File: config.mk
export PLATFORM = sky130hd
export DESIGN_NAME = gep_ag_accumulator
export DESIGN_NICKNAME = d
export VERILOG_FILES = /design/src/rtl/gep_ag_pkg.sv /design/src/rtl/gep_ag_accumulator.sv
export SDC_FILE = /design/constraint.sdc
export NUM_CORES = 1
export LEC_CHECK = 0
export BUFFER_PORTS_ARGS = -buffer_cell sky130_fd_sc_hd__buf_2
export CAP_MARGIN = 20
export CORE_ASPECT_RATIO = 0.9
export CORE_MARGIN = 2
export CORE_UTILIZATION = 30
export CTS_BUF_LIST = sky130_fd_sc_hd__clkbuf_4
export DETAILED_ROUTE_END_ITERATION = 12
export PLACE_DENSITY = 0.52
export SYNTH_ARGS = -nofsm -noshare
export SYNTH_HDL_FRONTEND = slang
export SYNTH_SLANG_ARGS = --single-unit
File: constraint.sdc
create_clock -name clk_i -period 5.9 [get_ports clk_i]
set_clock_uncertainty 0.2 [all_clocks]
set_input_delay 0.59 -clock clk_i [delete_from_list [all_inputs] [get_ports clk_i]]
set_output_delay 0.59 -clock clk_i [all_outputs]
set_load 0.1 [all_outputs]
File: src/rtl/gep_ag_pkg.sv
// ----------------------------------------------------------------------------
// gep_ag_pkg
// Shared types, codes and constants of the address generator.
// ----------------------------------------------------------------------------
package gep_ag_pkg;

  // address arithmetic width, at most the full field width
  localparam int unsigned ADDR_BITS = 64;
  localparam int unsigned FULL_W    = 64;
  localparam int unsigned IDX_W_W   = 7;
  localparam int unsigned SEL_W     = $clog2(FULL_W);
  localparam int unsigned VS_W      = 2;
  localparam int unsigned STATUS_W  = 2;
  localparam int unsigned CFG_IDX_W = 2;

  // multiplier split into two halves of at most 32 bits
  localparam int unsigned LO_W   = (ADDR_BITS + 1) / 2;
  localparam int unsigned HI_W   = ADDR_BITS - LO_W;
  localparam int unsigned PROD_W = 2 * ADDR_BITS;

  localparam logic [FULL_W-1:0] ADDR_MASK = {FULL_W{1'b1}} >> (FULL_W - ADDR_BITS);

  // configuration register indexes
  localparam logic [CFG_IDX_W-1:0] CFG_NO_UNSIGNED_WRAP = 2'd0;
  localparam logic [CFG_IDX_W-1:0] CFG_NO_SIGNED_WRAP   = 2'd1;
  localparam logic [CFG_IDX_W-1:0] CFG_IN_BOUNDS        = 2'd2;

  // operand value states, poison covers the unused code too
  localparam logic [VS_W-1:0] VS_UNDEF  = 2'd1;
  localparam logic [VS_W-1:0] VS_POISON = 2'd2;

  typedef enum logic {
    CMD_BEGIN = 1'b0,
    CMD_TERM  = 1'b1
  } cmd_e;

  typedef enum logic [STATUS_W-1:0] {
    ST_VALID  = 2'd0,
    ST_POISON = 2'd1,
    ST_UNDEF  = 2'd2
  } status_e;

  typedef struct packed {
    logic no_unsigned_wrap;
    logic no_signed_wrap;
    logic in_bounds;
  } cfg_t;

  // fields that travel unchanged alongside the index arithmetic
  typedef struct packed {
    cmd_e              cmd;
    logic [FULL_W-1:0] base_address;
    logic [FULL_W-1:0] base_object_offset;
    logic [FULL_W-1:0] object_size;
    logic [VS_W-1:0]   value_state;
    logic              last;
  } item_t;

  // scaled term handed to the accumulator
  typedef struct packed {
    item_t                item;
    logic [ADDR_BITS-1:0] offset;
    logic                 fail;
  } term_t;

endpackage

File: src/rtl/gep_ag_accumulator.sv
// ----------------------------------------------------------------------------
// gep_ag_accumulator
// Applies scaled terms to the pointer state and registers the result.
// ----------------------------------------------------------------------------
module gep_ag_accumulator (
  input  logic                                   clk_i,
  input  logic                                   rst_ni,
  input  gep_ag_pkg::cfg_t                       cfg_i,
  input  logic                                   term_valid_i,
  input  gep_ag_pkg::term_t                      term_i,
  output logic                                   term_take_o,
  output logic                                   out_valid_o,
  input  logic                                   out_stall_i,
  output logic [gep_ag_pkg::STATUS_W-1:0]        status_o,
  output logic [gep_ag_pkg::FULL_W-1:0]          result_address_o,
  output logic signed [gep_ag_pkg::FULL_W-1:0]   result_object_offset_o
);

  localparam int unsigned A  = gep_ag_pkg::ADDR_BITS;
  localparam int unsigned FW = gep_ag_pkg::FULL_W;

  logic [FW-1:0] cur_addr_q, cur_addr_d;
  logic [A-1:0]  cur_obj_q, cur_obj_d;
  logic [FW-1:0] obj_size_q, obj_size_d;
  logic [A-1:0]  off_sum_q, off_sum_d;
  logic          poison_q, poison_d;
  logic          undef_q, undef_d;
  logic          wrap_failed_q, wrap_failed_d;

  logic                  out_valid_q;
  gep_ag_pkg::status_e   status_q, status_d;
  logic [FW-1:0]         res_addr_q, res_addr_d;
  logic [FW-1:0]         res_obj_q, res_obj_d;

  logic out_free, fire, fire_last;

  assign out_free    = !out_valid_q || !out_stall_i;
  assign term_take_o = !term_i.item.last || out_free;
  assign fire        = term_valid_i && term_take_o;
  assign fire_last   = fire && term_i.item.last;

  logic [A-1:0] off, new_addr, new_obj, new_sum;
  logic         c_addr, c_sum, is_poison, is_undef, apply_bad, nz;
  logic [FW-1:0] obj_ext;

  always_comb begin
    off       = term_i.offset;
    nz        = off != '0;
    {c_addr, new_addr} = (A+1)'(cur_addr_q[A-1:0]) + (A+1)'(off);
    new_obj   = cur_obj_q + off;
    {c_sum, new_sum}   = (A+1)'(off_sum_q) + (A+1)'(off);
    apply_bad = nz && (
                  (cfg_i.no_unsigned_wrap && (c_addr || c_sum)) ||
                  (cfg_i.no_signed_wrap && (off[A-1] ? !c_addr : c_addr)) ||
                  (cfg_i.no_signed_wrap && (off_sum_q[A-1] == off[A-1]) &&
                   (new_sum[A-1] != off_sum_q[A-1])) ||
                  (cfg_i.in_bounds && (new_obj[A-1] || (FW'(new_obj) > obj_size_q))));
    is_poison = term_i.item.value_state >= gep_ag_pkg::VS_POISON;
    is_undef  = term_i.item.value_state == gep_ag_pkg::VS_UNDEF;

    cur_addr_d    = cur_addr_q;
    cur_obj_d     = cur_obj_q;
    obj_size_d    = obj_size_q;
    off_sum_d     = off_sum_q;
    poison_d      = poison_q;
    undef_d       = undef_q;
    wrap_failed_d = wrap_failed_q;

    unique case (term_i.item.cmd)
      gep_ag_pkg::CMD_BEGIN: begin
        cur_addr_d    = term_i.item.base_address;
        cur_obj_d     = term_i.item.base_object_offset[A-1:0];
        obj_size_d    = term_i.item.object_size;
        off_sum_d     = '0;
        wrap_failed_d = 1'b0;
        poison_d      = is_poison;
        undef_d       = is_undef;
      end
      gep_ag_pkg::CMD_TERM: begin
        poison_d = poison_q || is_poison;
        undef_d  = undef_q || is_undef;
        if (!wrap_failed_q) begin
          if (term_i.fail || apply_bad) begin
            wrap_failed_d = 1'b1;
          end else if (nz) begin
            cur_addr_d = (cur_addr_q & ~gep_ag_pkg::ADDR_MASK) | FW'(new_addr);
            cur_obj_d  = new_obj;
            off_sum_d  = new_sum;
          end
        end
      end
      default: ;
    endcase

    obj_ext = FW'(cur_obj_d);
    if (cur_obj_d[A-1]) obj_ext = obj_ext | ~gep_ag_pkg::ADDR_MASK;

    if (poison_d || (!undef_d && wrap_failed_d)) begin
      status_d   = gep_ag_pkg::ST_POISON;
      res_addr_d = '0;
      res_obj_d  = '0;
    end else if (undef_d) begin
      status_d   = gep_ag_pkg::ST_UNDEF;
      res_addr_d = '0;
      res_obj_d  = '0;
    end else begin
      status_d   = gep_ag_pkg::ST_VALID;
      res_addr_d = cur_addr_d;
      res_obj_d  = obj_ext;
    end
  end

  always_ff @(posedge clk_i or negedge rst_ni) begin
    if (!rst_ni) begin
      cur_addr_q    <= '0;
      cur_obj_q     <= '0;
      obj_size_q    <= '0;
      off_sum_q     <= '0;
      poison_q      <= 1'b0;
      undef_q       <= 1'b0;
      wrap_failed_q <= 1'b0;
      out_valid_q   <= 1'b0;
    end else begin
      if (fire_last) begin
        cur_addr_q    <= '0;
        cur_obj_q     <= '0;
        obj_size_q    <= '0;
        off_sum_q     <= '0;
        poison_q      <= 1'b0;
        undef_q       <= 1'b0;
        wrap_failed_q <= 1'b0;
      end else if (fire) begin
        cur_addr_q    <= cur_addr_d;
        cur_obj_q     <= cur_obj_d;
        obj_size_q    <= obj_size_d;
        off_sum_q     <= off_sum_d;
        poison_q      <= poison_d;
        undef_q       <= undef_d;
        wrap_failed_q <= wrap_failed_d;
      end
      if (fire_last) begin
        out_valid_q <= 1'b1;
      end else if (!out_stall_i) begin
        out_valid_q <= 1'b0;
      end
    end
  end

  always_ff @(posedge clk_i) begin
    if (fire_last) begin
      status_q   <= status_d;
      res_addr_q <= res_addr_d;
      res_obj_q  <= res_obj_d;
    end
  end

  assign out_valid_o            = out_valid_q;
  assign status_o               = status_q;
  assign result_address_o       = res_addr_q;
  assign result_object_offset_o = res_obj_q;

  a_result_from_last: assert property (@(posedge clk_i) disable iff (!rst_ni)
    $rose(out_valid_q) |-> $past(fire_last))
    else $error("result raised without a last request");

  a_state_cleared: assert property (@(posedge clk_i) disable iff (!rst_ni)
    fire_last |=> (!wrap_failed_q && !poison_q && !undef_q && off_sum_q == '0))
    else $error("state not cleared after last request");

  a_failed_term_holds: assert property (@(posedge clk_i) disable iff (!rst_ni)
    (fire && !term_i.item.last && term_i.item.cmd == gep_ag_pkg::CMD_TERM && wrap_failed_q)
    |=> ($stable(cur_addr_q) && $stable(cur_obj_q) && $stable(off_sum_q)))
    else $error("term changed state after a failed check");

  a_bad_status_zero: assert property (@(posedge clk_i) disable iff (!rst_ni)
    (out_valid_q && status_q != gep_ag_pkg::ST_VALID) |-> (res_addr_q == '0 && res_obj_q == '0))
    else $error("poison or undef result carries a pointer");

endmodule

======== Word level (Yosys, flattened, before mapping) ========
Cells that the tools add are included.
word-level totals
  register bits after elaboration ......... 390
  output and inout port bits .............. 132
operators by class
  add/subtract/negate cells ............... 3
  mux-type cells .......................... 36
  equal/unequal tests ..................... 8
  $lt $le $gt $ge ......................... 2
  bitwise gates (word level) .............. 1
  reduce and logical (&&, ||, !) cells .... 30
operator list
  kind                                                      number
  two-way mux 64 bit                                        18
  one-hot mux 64 bit (2 select lines)                       3
  adder 64 x 64 -> 65 bit                                   2
  adder 64 bit                                              1
  greater-than comparator 64 bit                            1
  nonzero test 64 bit                                       1
  logical OR 1 bit                                          11
  two-way mux 1 bit                                         11
  logical AND 1 bit                                         9
  one-hot mux 1 bit (2 select lines)                        3
  logical NOT 1 bit                                         5
  inequality test 2 x 1 -> 1 bit, second input constant     2
  AND reduction 4 bit                                       1
  inequality test 3 x 1 -> 1 bit, second input constant     1
  inequality test 3 x 2 -> 1 bit, second input constant     1
  inequality test 3 bit, second input constant              1
  == test 2 x 1 -> 1 bit, second input constant             1
  greater-or-equal comparator 2 bit, second input constant  1
  two-way mux 2 bit                                         1
  AND reduction 2 bit                                       1
  nonzero test 2 bit                                        1
  OR reduction 2 bit                                        1
  == test 1 bit                                             1
  inequality test 1 bit                                     1
  NOT 1 bit                                                 1

======== Depth between registers and ports, before layout ========
Gate-level depths: netlist (run 1).
  depth after elaboration ................. 15
  gate-level depth with buffers ........... 30
  depth with buffers taken out ............ 26

======== Worst setup path after synthesis (run 1) ========
No wires, ideal clock.
  kind .................................... in2reg
  start ................................... input port term_i[1] in the netlist's numbering
  end ..................................... register res_obj_q[58] (netlist: result_object_offset_o[58]) (data pin)
  buffers on the path ..................... 2
  data required time ...................... 5.530 ns
  arrival ................................. 6.183 ns
  setup slack ............................. -0.652 ns
  stages on the path ...................... 28
  cell sequence ........................... ha_1 -> inv_1 -> fa_1 -> nand2b_1 -> a21oi_1 -> a2111oi_0 -> nor4b_1 -> nor2_1 -> o31ai_1 -> a21oi_1 -> a21oi_2 -> nor4_1 -> a311oi_1 -> ha_1 -> a21o_1 -> a21oi_1 -> a21oi_1 -> a221o_1 -> a311oi_1 -> a21oi_1 -> o21a_1 -> a211oi_1 -> nand4_1 -> a2111oi_4 -> nor2_2 -> buf_6 -> buf_4 -> a311oi_2
between the ends
  longest elaborated chain between the ends .. 15
  elaborated cells between the ends (all ways) .. 29
RTL lines
  what                                                                   RTL line                   RTL
  start: declaration                                                     gep_ag_accumulator.sv:10   input gep_ag_pkg::term_t term_i,
  parallel branches: the longest is 15 deep, another holds adder 64 bit  --
  end signal: assignment                                                 gep_ag_accumulator.sv:153  res_obj_q <= res_obj_d;
  end: declaration                                                       gep_ag_accumulator.sv:33   logic [FW-1:0] res_obj_q, res_obj_d;
Several ways; the timed one is not identified.
A chain may end at the register's enable or synchronous reset.

======== Worst setup path in the final report (run 1) ========
  start ................................... register cur_obj_q[0]
  end ..................................... register res_addr_q[61] (netlist: result_address_o[61]) (data pin)
between the ends
  longest elaborated chain between the ends .. 13
  elaborated cells between the ends (all ways) .. 16
RTL lines
  what                                 RTL line                   RTL
  start: declaration                   gep_ag_accumulator.sv:23   logic [A-1:0] cur_obj_q, cur_obj_d;
  start signal: assignment             gep_ag_accumulator.sv:134  cur_obj_q <= cur_obj_d;
  adder 64 bit *                       gep_ag_accumulator.sv:50   new_obj = cur_obj_q + off;
  greater-than comparator 64 bit       gep_ag_accumulator.sv:57   (cfg_i.in_bounds && (new_obj[A-1] || (FW'(new_obj) > obj_size_q))));
  logical OR 1 bit *                   gep_ag_accumulator.sv:57
  logical AND 1 bit *                  gep_ag_accumulator.sv:57
  logical OR 1 bit *                   gep_ag_accumulator.sv:56   (new_sum[A-1] != off_sum_q[A-1])) ||
  logical AND 1 bit *                  gep_ag_accumulator.sv:52   apply_bad = nz && (
  logical OR 1 bit *                   gep_ag_accumulator.sv:83   if (term_i.fail || apply_bad) begin
  two-way mux 1 bit                    gep_ag_accumulator.sv:83
  two-way mux 1 bit                    gep_ag_accumulator.sv:82   if (!wrap_failed_q) begin
  one-hot mux 1 bit (2 select lines)   gep_ag_accumulator.sv:69   unique case (term_i.item.cmd)
  logical AND 1 bit                    gep_ag_accumulator.sv:98   if (poison_d || (!undef_d && wrap_failed_d)) begin
  logical OR 1 bit                     gep_ag_accumulator.sv:98
  OR reduction 2 bit (no source line)  --
  end signal: assignment               gep_ag_accumulator.sv:152  res_addr_q <= res_addr_d;
  end: declaration                     gep_ag_accumulator.sv:32   logic [FW-1:0] res_addr_q, res_addr_d;
Every way passes the cells marked *; elsewhere a longest branch is shown, timed or not.

==> results of run 1 <==
power by group:
part / leakage (uW) / total [uW] / internal (uW) / switching, uW
logic: 0.0143 / 5340 / 2340 / 3000
clock network: 0.000950 / 2900 / 1510 / 1390
registers: 0.00471 / 3250 / 3050 / 206
total: 0.0200 / 11500 / 6900 / 4600
worst paths after layout:
check	start	depth (start not counted)	to	slack, ns
min reg2reg	off_sum_q[18]	2	off_sum_q[18]	0.28
min in group asynchronous	rst_ni	3	cur_addr_q[53]	0.51
max reg2reg	cur_obj_q[0]	30	result_address_o[61]	-0.76
min	term_i[63]	5	off_sum_q[62]	0.14
max	cur_obj_q[0]	30	result_address_o[61]	-0.76
max in group asynchronous	rst_ni	4	cur_obj_q[12]	3.71
sequential cells by signal (all words and copies together) (netlist names):
register / flops
wrap_failed_q: 1
cur_obj_q: 64
poison_q: 1
result_address_o: 64
cur_addr_q: 64
result_object_offset_o: 64
status_o: 2
obj_size_q: 64
out_valid_o: 1
undef_q: 1
off_sum_q: 64
repair_timing:
| action | in CTS | in global routing |
|---|---|---|
| pin swaps | 75 | 67 |
| hold buffers | 206 | 0 |
| setup buffers | 22 | 34 |
| hold endpoints to repair | 406 | 0 |
| gates cloned | 9 | 17 |
| gates resized for setup | 84 | 223 |
| endpoints found under the setup margin | 322 | 322 |
cell families (layout without fill, tap and decap cells):
| group | after synthesis | after routing | synth area share |
|---|---|---|---|
| simple gates | 941 | 941 | 0.146 |
| fa+ha+maj | 258 | 258 | 0.108 |
| flops | 390 | 390 | 0.344 |
| xor+xnor | 177 | 177 | 0.0513 |
| mux | 69 | 69 | 0.0230 |
| buf+inv | 366 | 1546 | 0.0519 |
| compound gates | 1250 | 1252 | 0.276 |
| other cells | 0 | 14 | 0 |
per-stage QoR:
stage                     instances  hold slack [ns]  TNS [ns]  total power (uW)  cell area (um^2)
after floorplan                3451           0.0944     -6.13              6130             30300
after detailed placement       5477            0.271   -499.71              7990             37000
after global placement         5477            0.265   -499.28              7980             37000
after global routing           5981           0.0825   -261.86             12200             42800
final                          5991            0.143   -172.94             11500             42800
after CTS                      5929           0.0277   -145.63             11300             41400
placed cells by master, fill, tap and decap left out, types with 35 or more instances in the layout:
master,netlist,routed
a21o_1,120,119
a21oi_1,354,321
a22o_1,119,119
buf_2,34,397
buf_4,10,489
clkbuf_4,0,179
dfrtp_1,260,260
dlygate4sd3_1,0,205
edfxtp_1,130,130
ha_1,255,251
inv_1,164,162
mux2i_1,64,53
nand2_1,330,322
nand3_1,55,54
nand4_1,65,65
nor2_1,237,234
nor2b_1,66,59
o21ai_0,213,160
o21ai_1,33,48
o21ai_2,0,35
o21bai_1,47,46
xnor2_1,111,107
xor2_1,66,65
worst min-delay path: cells and delay by family:
kind / cells / cell delay, ns
xor gates and xnor gates: 1 / 0.16
AOI/OAI and AO/OA: 1 / 0.06
adders and majority gates: 1 / 0.22
buffers and inverters: 2 / 0.26
cell type report:
type                            count  area, um^2  area share
Timing Repair Buffer             1166        9100       0.213
Clock inverter                     37         231     0.00541
Tap cell                         1344        1680      0.0393
Antenna cell                       14        35.0    0.000818
Sequential cell                   390       10400       0.243
Clock buffer                      179        1340      0.0314
Inverter                          164         621      0.0145
Multi-Input combinational cell   2697       19400       0.453
metal layers:
layer | vias up | global-route usage
li1 | 15100 | -
met1 | 15400 | 0.329
met3 | 231 | 0.0607
met2 | 1102 | 0.405
met5 | - | 0
met4 | 36 | 0.0713
==> flow_metrics.py, run 1 <==
metrics = {
    "outcome": {
        "status": "complete, but fails checks",
        "violations": "setup timing",
    },
    "setup_path": {
        "cp.arrival_ns": 7.26,
        "critPathSlowestCell": "a2111oi_4",
        "cp_top_family": "compound AO/OA/AOI/OAI gates",
        "crit_buf_inv": 5,
        "path_max_fanout": 24,
        "crit_path_start_kind": "register",
        "cp-end-kind": "register",
        "crit_type": "register to register",
        "crit_required_ns": 6.50,
        "critPathMaxStageDelay_ns": 0.49,
    },
    "cts": {
        "cts_tree": "yes",
        "clk_pin_slew_worst_paths_ns": 0.07,
        "cts_root_buffer": "clkbuf_4",
        "clk-insertion-delay-late_ns": 0.98,
        "cts_inserted_buffers": 114,
        "cts_buffer_depth": 3,
        "cts.sinks": 390,
        "htreeDepth": 3,
    },
    "timing": {
        "drv_slew": 0,
        "rsz0062_at_grt": "yes",
        "min_period_over_period": 1.13,
        "setup_viol": 322,
        "worstMarginPinSlew_ns": 1.08,
        "hold_violations": 0,
        "period_needed_ns": 6.66,
        "clock.fmax_ghz": 0.150,
        "timing.final.ws_setup_ns": -0.764,
        "slew-limit-headroom": 0.271,
    },
    "placement": {
        "dp_slack_ns": -1.78,
        "numPortBuffers": 399,
        "gp_congestion": 0.946,
        "hpwl_mm": 100,
    },
    "synthesis": {
        "synth_top_area_frac": 0.215,
        "synthesis.area_mm2": 0.0302,
        "async_flop_share": 0.667,
        "synth_nets": 3977,
        "ys_top_cells_by_area": "dfrtp_1, edfxtp_1, ha_1, a21oi_1, nand2_1",
        "synthTopCellsByCount": "a21oi_1, nand2_1, dfrtp_1",
        "synth_cell_types": 83,
        "synth_flop_cell": "dfrtp_1",
        "synth_warnings": 0,
        "yosysMostFrequentCell": "a21oi_1",
        "syn_avg_cell_area_um2": 8.76,
        "ys_seq_area_frac": 0.344,
        "synthCells": 3451,
        "ys_seq_elements": 390,
        "yosys.area.top_type": "dfrtp_1",
        "synth-edff-count": 130,
    },
    "floorplanning": {
        "rows": 110,
        "fp.coreArea_mm2": 0.0999,
        "die_area_mm2": 0.103,
        "io-pin-count": 400,
        "die_h_um": 305,
        "die_w_um": 339,
        "floorplan.initialDensity": 0.303,
    },
    "pwr": {
        "peakVddDrop_v": 0.000121,
        "power_density_mw_per_mm2": 269,
        "power.leakage_uw": 0.0200,
    },
    "worst_hold_path": {
        "min-delay-path-class": "primary input to register",
    },
    "layout": {
        "area_growth_pct": 41.6,
        "finish.utilization": 0.429,
        "drive_above_1_share": 0.300,
        "fin_nets": 5059,
        "fillers": 10200,
    },
    "routing": {
        "num_vias": 31900,
        "drc": 0,
        "drtIter0Drc": 2494,
        "antenna_left": 0,
        "dr_wl_met2_mm": 61.7,
        "wire_per_inst_um": 22.6,
        "wirelength_mm": 135,
        "met3_length_mm": 10.1,
        "routed_via_density": 5.32,
        "highest_layer": "met5",
        "wl_met1_mm": 59.6,
        "first_pass_iters": 5,
    },
    "grt": {
        "grt_max_degree": 126,
        "grt_overflow": 0,
        "grt_pass1_wl_mm": 196,
        "grt_pass1_vias": 31200,
        "antenna_found_initial": 29,
        "grt_usage": 0.249,
    },
    "run": {
        "drv_cap": 0,
    },
}
Power figures use the tool's default switching activity.
==> run 2, diff against run 1 <==
==> constraint.sdc (replaced) <==
create_clock -name clk_i -period 5.9 [get_ports clk_i]
set_clock_uncertainty 0.2 [all_clocks]
set_input_delay 0.295 -clock clk_i [delete_from_list [all_inputs] [get_ports clk_i]]
set_output_delay 0.295 -clock clk_i [all_outputs]
set_load 0.1 [all_outputs]
==> run 2 against run 1 <==
Net effect: the flow still finishes with violations (setup timing); clock power shrank 4%; critical path type unchanged; flip-flop and latch count unchanged; core utilization grew 4.5 points; sequential power about the same; global-route usage grew 1.4 points; non-clock buffer count is 261 higher; sequential share of layout area fell by 2.3 points.
==> flow_metrics.py, run 2 (same netlist as run 1, synthesis figures left out) <==
metrics = {
    "outcome": {
        "status": "complete, but fails checks",
        "violations": "setup timing",
    },
    "floorplanning": {
        "io-pin-count": 400,
        "die_w_um": 339,
        "floorplan.initialDensity": 0.303,
        "rows": 110,
        "die_area_mm2": 0.103,
        "die_h_um": 305,
        "fp.coreArea_mm2": 0.0999,
    },
    "setup_path": {
        "cp_top_family": "compound AO/OA/AOI/OAI gates",
        "crit_type": "register to register",
        "ff2ff_path_depth": 32,
        "ff2ff_setup_slack_ns": -0.91,
        "crit_buf_inv": 7,
        "r2r_end": "result_object_offset_o[52]",
        "crit_required_ns": 6.49,
        "cp-end-kind": "register",
        "worstReg2RegStart": "cur_obj_q[0]",
        "critPathMaxStageDelay_ns": 0.44,
        "crit_path_start_kind": "register",
        "path_max_fanout": 8,
        "cp.arrival_ns": 7.40,
        "critPathSlowestCell": "a2111oi_4",
    },
    "routing": {
        "wirelength_mm": 143,
        "dr_wl_met2_mm": 65.1,
        "highest_layer": "met5",
        "antenna_left": 0,
        "num_vias": 33700,
        "met3_length_mm": 11.0,
        "first_pass_iters": 6,
        "wl_met1_mm": 61.6,
        "drtIter0Drc": 2543,
        "routed_via_density": 5.38,
        "drc": 0,
        "wire_per_inst_um": 22.9,
    },
    "worst_hold_path": {
        "hold_end": "result_address_o[42]",
        "min-delay-path-class": "primary input to register",
        "worstHoldPathCells": 4,
        "hold_path.startpoint": "term_i[238]",
    },
    "layout": {
        "fin_nets": 5319,
        "finish.utilization": 0.474,
        "drive_above_1_share": 0.316,
        "final_common_cell": "dlygate4sd3_1",
        "regArea_mm2": 0.0104,
        "final_cell_mix": "dlygate4sd3_1, buf_4, buf_2",
        "fillers": 9772,
        "multiInputGateArea_mm2": 0.0206,
        "area_growth_pct": 56.5,
    },
    "pwr": {
        "power_density_mw_per_mm2": 253,
        "p_comb_frac": 0.493,
        "power.leakage_uw": 0.0216,
        "p_int_uw": 7100,
        "power_frac_clock": 0.233,
        "peakVddDrop_v": 0.000114,
        "seq_power_share": 0.274,
        "p_sw_frac": 0.407,
        "power.switching_uw": 4870,
    },
    "cts": {
        "cts_inserted_buffers": 113,
        "cts_tree": "yes",
        "cts_root_buffer": "clkbuf_4",
        "cts_buffer_depth": 3,
        "cts.sinks": 390,
        "htreeDepth": 3,
        "clk-insertion-delay-late_ns": 1.01,
        "clk_pin_slew_worst_paths_ns": 0.07,
    },
    "grt": {
        "antenna_found_initial": 29,
        "grt_usage": 0.263,
        "grt_overflow": 0,
        "grt_pass1_wl_mm": 208,
        "grt_max_degree": 89,
        "grt_pass1_vias": 33100,
    },
    "timing": {
        "fin_setup_tns_ns": -206.60,
        "hold_violations": 0,
        "timing.final.ws_setup_ns": -0.905,
        "hold_ws_ns": 0.0817,
        "clock.fmax_ghz": 0.147,
        "period_needed_ns": 6.81,
        "worstMarginPinSlew_ns": 1.19,
        "rsz0062_at_grt": "yes",
        "setup_viol": 322,
        "min_period_over_period": 1.15,
        "slew-limit-headroom": 0.202,
        "drv_slew": 0,
    },
    "placement": {
        "hpwl_mm": 99.2,
        "numPortBuffers": 399,
        "gp_congestion": 0.940,
    },
    "run": {
        "drv_cap": 0,
    },
}
-- run 2: changes by cell type in the layout (fill, tap and decap cells not counted), moves of 24 or more --
cell | previous run | this run
buf_4 | 489 | 445
nand2_1 | 322 | 297
o21ai_2 | 35 | 68
mux2i_1 | 53 | 29
dlygate4sd3_1 | 205 | 458
-- run 2: repair_timing --
item / 4_1_cts / 5_1_grt
pin swaps: 80 / 208
cloned: 36 / 17
setup endpoints to repair: 322 / 322
hold buffers: 459 / 0
resized for setup: 195 / 452
buffers inserted: 42 / 50
hold endpoints to repair: 667 / 0
-- run 2: metal layers --
| metal | track usage | vias up |
|---|---|---|
| li1 | - | 15700 |
| met1 | 0.351 | 16400 |
| met2 | 0.426 | 1277 |
| met3 | 0.0527 | 278 |
| met4 | 0.0879 | 24 |
| met5 | 0 | - |
-- run 2: power by group through the flow --
stage                     Combinational (uW)  Clock [uW]  Sequential [uW]
final                                   5900        2790             3270
after global routing                    6360        3010             3300
after CTS                               5310        2860             3250
after detailed placement                4620           0             3290
after global placement                  4610           0             3290
after floorplan                         2610           0             3520
-- run 2: worst min-delay path: stages --
cell           delay (ns)
dlygate4sd3_1        0.52
buf_2                0.11
nor2_1               0.04
a211oi_2             0.18
-- run 2: worst max-delay path by stage --
stage / slack (ns) / from / cells after the start / to
after floorplan: 0.01 / cur_obj_q[0] / 28 / result_address_o[0]
after global placement: -1.30 / term_i[1] / 32 / result_object_offset_o[12]
after detailed placement: -1.37 / term_i[1] / 32 / result_object_offset_o[11]
after CTS: -0.81 / cur_obj_q[0] / 32 / result_address_o[52]
after global routing: -1.11 / cur_obj_q[0] / 32 / result_object_offset_o[52]
final: -0.91 / cur_obj_q[0] / 32 / result_object_offset_o[52]
-- run 2: final cells by class --
class	count	share of cell area
sequential	390	0.220
timing repair buffer	1427	0.264
tap	1344	0.0355
inverter	164	0.0131
multi-input combinational	2697	0.435
antenna	18	0.000952
clock buffer	174	0.0276
clock inverter	39	0.00386
-- run 2: through the flow --
stage	setup slack [ns]	power [uW]	instances	area [um^2]
floorplan	0.0148	6130	3451	30300
finish	-0.905	12000	6253	47300
CTS	-0.806	11400	6184	44900
global route	-1.11	12700	6241	47300
global placement	-1.30	7910	5434	36600
detailed placement	-1.37	7920	5434	36600
